$ cat config.mk
export PLATFORM = sky130hd
export DESIGN_NAME = crss_cell
export DESIGN_NICKNAME = d
export VERILOG_FILES = /design/src/sv/crss_pkg.sv /design/src/sv/crss_cell.sv
export SDC_FILE = /design/constraint.sdc
export NUM_CORES = 1
export LEC_CHECK = 0
export BUFFER_PORTS_ARGS = -buffer_cell sky130_fd_sc_hd__buf_2
export CORE_AREA = 2 2 39 41
export CTS_CLUSTER_DIAMETER = 100
export DETAILED_ROUTE_END_ITERATION = 10
export DIE_AREA = 0 0 41 43
export GPL_TIMING_DRIVEN = 0
export PLACE_DENSITY = 0.71
export SYNTH_ARGS = -nofsm -noshare
export SYNTH_HDL_FRONTEND = slang
export SYNTH_SLANG_ARGS = --single-unit
export TNS_END_PERCENT = 100
$ cat constraint.sdc
create_clock -name clk -period 1.15 [get_ports clk]
set_input_delay 0.23 -clock clk [delete_from_list [all_inputs] [get_ports clk]]
set_output_delay 0.23 -clock clk [all_outputs]
set_load 0.01 [all_outputs]
$ cat src/sv/crss_pkg.sv
// Shared types, sizes and codes of the call/return shadow stack.
// No dependencies; used by the interfaces, the cell, the top level and the checker.
package crss_pkg;

	localparam int SYMBOLS     = 256;
	localparam int STACK_DEPTH = 64;

	localparam int SYM_AW = (SYMBOLS > 1) ? $clog2(SYMBOLS) : 1;
	localparam int SYM_CW = $clog2(SYMBOLS + 1);
	localparam int STK_AW = (STACK_DEPTH > 1) ? $clog2(STACK_DEPTH) : 1;
	localparam int STK_CW = $clog2(STACK_DEPTH + 1);

	// field widths
	localparam int SYM_IDX_W = 8;
	localparam int ADDR_W    = 32;
	localparam int EV_W      = 3;
	localparam int LEVEL_W   = 6;
	localparam int CFG_IDX_W = 2;
	localparam int CFG_DAT_W = 9;

	// instruction decode
	localparam logic [31:0] RET_MASK   = 32'h000f_f07f;
	localparam logic [31:0] RET_MATCH  = 32'h0000_8067;
	localparam logic [31:0] OPC_MASK   = 32'h0000_007f;
	localparam logic [31:0] JAL_OPC    = 32'h0000_006f;
	localparam logic [31:0] JALR_MASK  = 32'h0000_707f;
	localparam logic [31:0] JALR_MATCH = 32'h0000_0067;

	localparam logic [CFG_IDX_W-1:0] CFG_TRACE_ENABLE = 2'd0;
	localparam logic [CFG_IDX_W-1:0] CFG_SYMBOL_COUNT = 2'd1;

	localparam logic OP_LOAD = 1'b0;

	typedef enum logic [EV_W-1:0] {
		EV_NONE      = 3'd0,
		EV_CALL      = 3'd1,
		EV_RET       = 3'd2,
		EV_UNMATCHED = 3'd3,
		EV_OVERFLOW  = 3'd4
	} ev_t;

	typedef enum logic [1:0] {
		ST_IDLE,
		ST_CALL,
		ST_RET,
		ST_DONE
	} state_t;

	typedef struct packed {
		logic                 operation;
		logic [SYM_IDX_W-1:0] sym_index;
		logic [ADDR_W-1:0]    sym_addr;
		logic [31:0]          inst;
		logic [ADDR_W-1:0]    pc;
		logic [ADDR_W-1:0]    target_pc;
	} in_item_t;

	typedef struct packed {
		logic [EV_W-1:0]      event_res;
		logic [LEVEL_W-1:0]   level;
		logic [SYM_IDX_W-1:0] symbol;
		logic [ADDR_W-1:0]    report_addr;
	} out_item_t;

	// per-cell control
	typedef struct packed {
		logic              rotate;
		logic              wr_en;
		logic [SYM_AW-1:0] wr_sym;
	} cell_ctl_t;

endpackage

$ cat src/sv/crss_cell.sv
// One shadow stack cell: holds a symbol index, takes a push or its neighbor's value.
// Depends on crss_pkg.
module crss_cell (
	input  logic                          clk,
	input  crss_pkg::cell_ctl_t           ctl,
	input  logic [crss_pkg::SYM_AW-1:0]   nbr_sym,
	output logic [crss_pkg::SYM_AW-1:0]   sym
);
	logic [crss_pkg::SYM_AW-1:0] sym_q;

	// push has priority; rotate passes the ring one place toward cell 0
	always_ff @(posedge clk) begin
		if (ctl.wr_en) begin
			sym_q <= ctl.wr_sym;
		end else if (ctl.rotate) begin
			sym_q <= nbr_sym;
		end
	end

	assign sym = sym_q;
endmodule

# Word-level counts from Yosys, hierarchy flattened
# Cells that the tools add are included.
[totals]
ff_bits = 8
input_bits = 19
out_inout_bits = 8
word_cells = 4
[op_classes]
mux = 2
n_reduce_logical = 1
[op_table]
columns = ["operator", "count"]
rows = [
  ["8-bit two-way mux", 2],
  ["2-bit nonzero test", 1],
]

# Depth between registers and ports, before layout
# Gate-level depths: netlist of run 1.
[logic_depth]
ltp_word = 2
ltp_mapped = 2
mapped_depth_nobuf = 1

# Least setup slack after synthesis of run 1
# No wires, ideal clock.
[synth_timing]
path_kind = "input-to-reg"
start = "input port ctl[8] in the netlist's numbering"
end = "register sym_q, in the netlist sym[0] (enable)"
setup_ns = 0.283
arrival_time_ns = 0.681
required_time_ns = 0.867
slack_ns = 0.186
cell_stages = 2
n_path_buf = 1
cell_sequence = "buf_6 -> or2_1"
[synth_via]
elab_chain_cells = 1
[synth_rtl]
columns = ["element", "line_no", "rtl"]
rows = [
  ["from (decl)", "crss_cell.sv:5", "input crss_pkg::cell_ctl_t ctl,"],
  ["2-bit nonzero test (no source line)", "-", ""],
  ["to (signal assigned)", "crss_cell.sv:14", "sym_q <= ctl.wr_sym;"],
  ["to (signal assigned)", "crss_cell.sv:16", "sym_q <= nbr_sym;"],
  ["to (decl)", "crss_cell.sv:9", "logic [crss_pkg::SYM_AW-1:0] sym_q;"],
]
# No other way between the ends.
# A chain may end at the register's enable or synchronous reset.

# Final worst setup path of run 1
[layout_timing]
start = "register sym_q, in the netlist sym[7]"
end = "output port sym[7] in the netlist's numbering"
[layout_lines]
columns = ["element", "line_no", "rtl"]
rows = [
  ["to (decl)", "crss_cell.sv:7", "output logic [crss_pkg::SYM_AW-1:0] sym"],
]
# No word-level cell between the ends.

==> flow_summary.toml, run 1 <==
[cells_and_area]
syn2layout_area_growth_pct = 44.4
nFillCells = 143
n_antenna_cell = 0
final_cell_count_no_fill = 62
drive_gt1_share_pct = 80.4
largest_reg_flops = 8
fin_nets = 67

[worst_setup_path]
cp_num_buf_inv = 1
worstSetupStartpointType = "flop"
slowest_stage = "edfxtp_1"
cpLargestDelayFamily = "flip-flops"
cp_max_fo = 1
path_cells = "buf_2"
worst_ep_required_time_ns = 0.92
cp_data_arrival_time_ns = 0.76
critPathMaxStageDelay_ns = 0.37
cp.depth = 1
crit_type = "flop to output pin"
end_kind = "output pin"

[hold_path]
hold_depth = 2
min_path_type = "primary input to flop"

[clock_network]
cts.path.max_buffers = 2
htree_levels = 1
post-cts-setup-buffers = 0
ctsHoldBuffers = 0
clkTransAtPathRegs_ns = 0.05
numCtsBuffers = 3
cts_tree = "yes"
cts_sinks = 8
clockRootBuffer = "clkbuf_4"
cts_resized = 0

[logic_synthesis]
ys_warn_count = 0
netlist.area_leader.share_pct = 63.6
synth_area_um2 = 378
synth_cells = 18
synth_area_leaders = "edfxtp_1 (64%), mux2_4 (32%), buf_6 (3.0%)"
ys_ff_latch = 8
ys_top_cells_by_count = "edfxtp_1 (8), mux2_4 (8), buf_6 (1), or2_1 (1)"
ys_seq_area_share_pct = 63.6
synth.distinct_cells = 4
avgSynthCellArea_um2 = 21.0
synth_edf_count = 8
synth_nets = 37
synth_flop_cell = "edfxtp_1"
async_flop_share_pct = 0
yosysTopAreaCell = "edfxtp_1"

[floorplanning]
start_util_pct = 27.3
ios = 27
die_area_um2 = 1760
die_h_um = 43
rows = 14
die_x_um = 41
core-area_um2 = 1380

[detailed_routing]
drc = 0
drt_iter0_markers = 2
wirelength_um = 603
wl_per_cell_um = 9.73
viasPerCell = 4.02
firstDrtPassIters = 4
via_count = 249
postRouteAntennaNets = 0

[sta]
tns_ns = 0
grt_setup_unrepaired = "no"
maxSlewHeadroom_pct = 79.1
tightest_slew_ns = 0.313
setup_ws_ns = 0.162
hold_ws_ns = 0.285
period_minus_slack_ns = 0.988
clock.fmax_ghz = 1.01
hold_viol_final = 0
setup_violations = 0
period_share_pct = 85.9
drv_slew = 0

[placement]
dpl.cell_count = 59
place_congestion = 0.647
dp_slack_ns = 0.123
port_buffers = 25

[global_route]
grt_use_total_pct = 7.86
grt_pass1_wl_um = 828
grt_antenna_before_repair = 0
grt_overflow_total = 0
grt_start_max_net_pins = 10
grt_pass1_vias = 228

[outcome]
status = "completed"

[power_and_ir_drop]
finalPower_w = 0.000693
power_density_nw_per_um2 = 1270
clkPwrFrac_pct = 28.7
peakVddDrop_uv = 375
internal_power_w = 0.000554
p_seq_share_pct = 52.8
p_leak_nw = 0.267
swShare_pct = 20.0
p_switching_w = 0.000138
pwr-share-comb_pct = 18.6

[flow_run]
drv_cap = 0
routing by layer:
layer  vias up  share of wire (%)  GRT usage [%]
met5         -                  0              0
met4         0                  0           12.0
met3         0                 18           1.57
met2        26                 44           8.44
met1        98                 39           9.83
li1        125                  -              -
path summary, 6_finish.rpt:
kind / start / to / slack [ns]
worst max-delay path: sym[7]$_DFFE_PP_ / sym[7] / 0.16
worst min-delay path: ctl[3] / sym[3]$_DFFE_PP_ / 0.28
cell usage in the layout (no fill, tap or decap), drive strengths merged:
master,netlist,routed
edfxtp,8,8
clkbuf,0,3
or2,1,1
mux2,8,8
buf,1,26
power by group through the flow:
stage,clock network (W),logic [W],registers [W]
final,0.000199,0.000129,0.000365
after global routing,0.000226,0.000140,0.000368
after CTS,0.000213,0.000131,0.000366
after detailed placement,0,0.000131,0.000371
after global placement,0,0.000129,0.000371
after floorplan,0,0.0000503,0.000391
final cells by class:
| type | instances | area (µm²) | area share (%) |
|---|---|---|---|
| Multi-Input combinational cell | 9 | 126 | 23.2 |
| Sequential cell | 8 | 240 | 44.0 |
| Timing Repair Buffer | 25 | 125 | 22.9 |
| Clock buffer | 3 | 22.5 | 4.13 |
| Buffer | 1 | 11.3 | 2.06 |
| Tap cell | 16 | 20.0 | 3.67 |
stage by stage:
stage / area [µm²] / utilization, %
after detailed placement: 523 / 37.8
after floorplan: 378 / -
final: 546 / 39.4
after CTS: 546 / 39.4
after global placement: 523 / 37.8
after global routing: 546 / 39.4
logic make-up after synthesis:
family	count (synthesis)	share of synthesized area, %
and+or+nand+nor	1	1.66
DFF	8	63.6
muxes	8	31.8
buffers and inverters	1	2.98
No activity file was read; power rests on OpenSTA's default activity.
==> inputs of run 2 (changes only) <==
==> config.mk (replaced) <==
export PLATFORM = sky130hd
export DESIGN_NAME = crss_cell
export DESIGN_NICKNAME = d
export VERILOG_FILES = /design/src/sv/crss_pkg.sv /design/src/sv/crss_cell.sv
export SDC_FILE = /design/constraint.sdc
export NUM_CORES = 1
export LEC_CHECK = 0
export CORE_AREA = 2 2 39 41
export CTS_CLUSTER_DIAMETER = 100
export DETAILED_ROUTE_END_ITERATION = 10
export DIE_AREA = 0 0 41 43
export DONT_BUFFER_PORTS = 1
export GPL_TIMING_DRIVEN = 0
export HOLD_SLACK_MARGIN = 0.06
export PLACE_DENSITY = 0.54
export SYNTH_ARGS = -nofsm -noshare
export SYNTH_HDL_FRONTEND = slang
export SYNTH_SLANG_ARGS = --single-unit
==> run 2 against run 1 <==
Net effect: global-route usage down 0.23 points; clock power fell by 2%; cell count shrank 40%; core utilization fell by 9.0 points; cell area is 23% lower; worst hold slack lost 0.079 ns; sequential power is 6.8% higher; clock-buffer cell count did not move; critical path depth is 1 lower; worst setup slack better by 0.095 ns; via count is 32% lower; non-clock buffer count is 25 lower; highest routed layer is now met4.
==> flow_summary.toml, run 2 (synthesis results as in run 1) <==
[outcome]
status = "completed"

[sta]
grt_setup_unrepaired = "no"
setup_violations = 0
drv_slew = 0
tightest_slew_ns = 0.312
tns_ns = 0
clock.fmax_ghz = 1.12
maxSlewHeadroom_pct = 79.2
hold_viol_final = 0
setup_ws_ns = 0.257
period_minus_slack_ns = 0.893
period_share_pct = 77.6

[detailed_routing]
viasPerCell = 4.59
drt_iter0_markers = 1
firstDrtPassIters = 3
wl_per_cell_um = 14.8
drc = 0
postRouteAntennaNets = 0
wirelength_um = 546
via_count = 170

[cells_and_area]
drive_gt1_share_pct = 57.1
nFillCells = 136
largest_reg_flops = 8
syn2layout_area_growth_pct = 11.3
layout_common_cells = "mux2_4 (8), edfxtp_1 (8), clkbuf_4 (3)"
n_antenna_cell = 0
utilization_pct = 30.4
fin_nets = 42

[worst_setup_path]
worst_ep_required_time_ns = 0.92
cp_max_fo = 1
cp_data_arrival_time_ns = 0.66
worstSetupStartpointType = "flop"
end_kind = "output pin"
crit_type = "flop to output pin"
cp.depth = 0

[power_and_ir_drop]
power_density_nw_per_um2 = 1520
p_leak_nw = 0.169
peakVddDrop_uv = 414

[floorplanning]
ios = 27
rows = 14
die_area_um2 = 1760
die_h_um = 43
die_x_um = 41
start_util_pct = 27.3
core-area_um2 = 1380

[clock_network]
ctsHoldBuffers = 0
clockRootBuffer = "clkbuf_4"
cts_sinks = 8
cts_tree = "yes"
cts_resized = 0
numCtsBuffers = 3
cts.path.max_buffers = 2
post-cts-setup-buffers = 0
htree_levels = 1
clkTransAtPathRegs_ns = 0.05

[global_route]
grt_overflow_total = 0
grt_pass1_wl_um = 786
grt_start_max_net_pins = 10
grt_use_total_pct = 7.63
grt_pass1_vias = 180
grt_antenna_before_repair = 0

[placement]
dp_slack_ns = 0.126
place_congestion = 0.601
port_buffers = 0

[flow_run]
drv_cap = 0

[hold_path]
hold_depth = 1
min_path_type = "primary input to flop"
run 2: cell count changes in the layout (fill, tap and decap cells not counted), sizes merged:
cell | before | now
buf | 26 | 1
run 2: final timing paths:
kind                          from                to  slack, ns
setup / recovery  sym[5]$_DFFE_PP_            sym[5]       0.26
hold / removal              ctl[1]  sym[1]$_DFFE_PP_       0.21
run 2: cell type report:
cell class / count / area, µm² / share of cell area (%)
Sequential cell: 8 / 240 / 57.1
Multi-Input combinational cell: 9 / 126 / 30.1
Clock buffer: 3 / 22.5 / 5.36
Tap cell: 16 / 20.0 / 4.76
Buffer: 1 / 11.3 / 2.68
run 2: through the flow:
| step | instance area [µm²] | power, W | cells | hold slack [ns] |
|---|---|---|---|---|
| floorplan | 378 | 0.000441 | 18 | 0.447 |
| global placement | 398 | 0.000450 | 34 | 0.452 |
| detailed placement | 398 | 0.000452 | 34 | 0.450 |
| CTS | 420 | 0.000648 | 37 | 0.198 |
| global route | 420 | 0.000670 | 37 | 0.188 |
| finish | 420 | 0.000640 | 37 | 0.205 |
run 2: where the power goes:
part	leakage [nW]	internal, W	switching (W)
Combinational	0.0736	0.0000371	0.0000174
Sequential	0.0815	0.000361	0.0000284
Clock	0.0138	0.000118	0.0000773
Total	0.169	0.000517	0.000123
run 2: metal layers:
| metal | track usage (%) | share of wire [%] | vias to the layer above | wire (µm) |
|---|---|---|---|---|
| met1 | 5.70 | 36 | 76 | 195 |
| li1 | - | - | 76 | - |
| met4 | 10.0 | 3.5 | 0 | 19 |
| met2 | 11.3 | 53 | 16 | 287 |
| met5 | 0 | 0 | - | 0 |
| met3 | 3.66 | 8.1 | 2 | 44 |
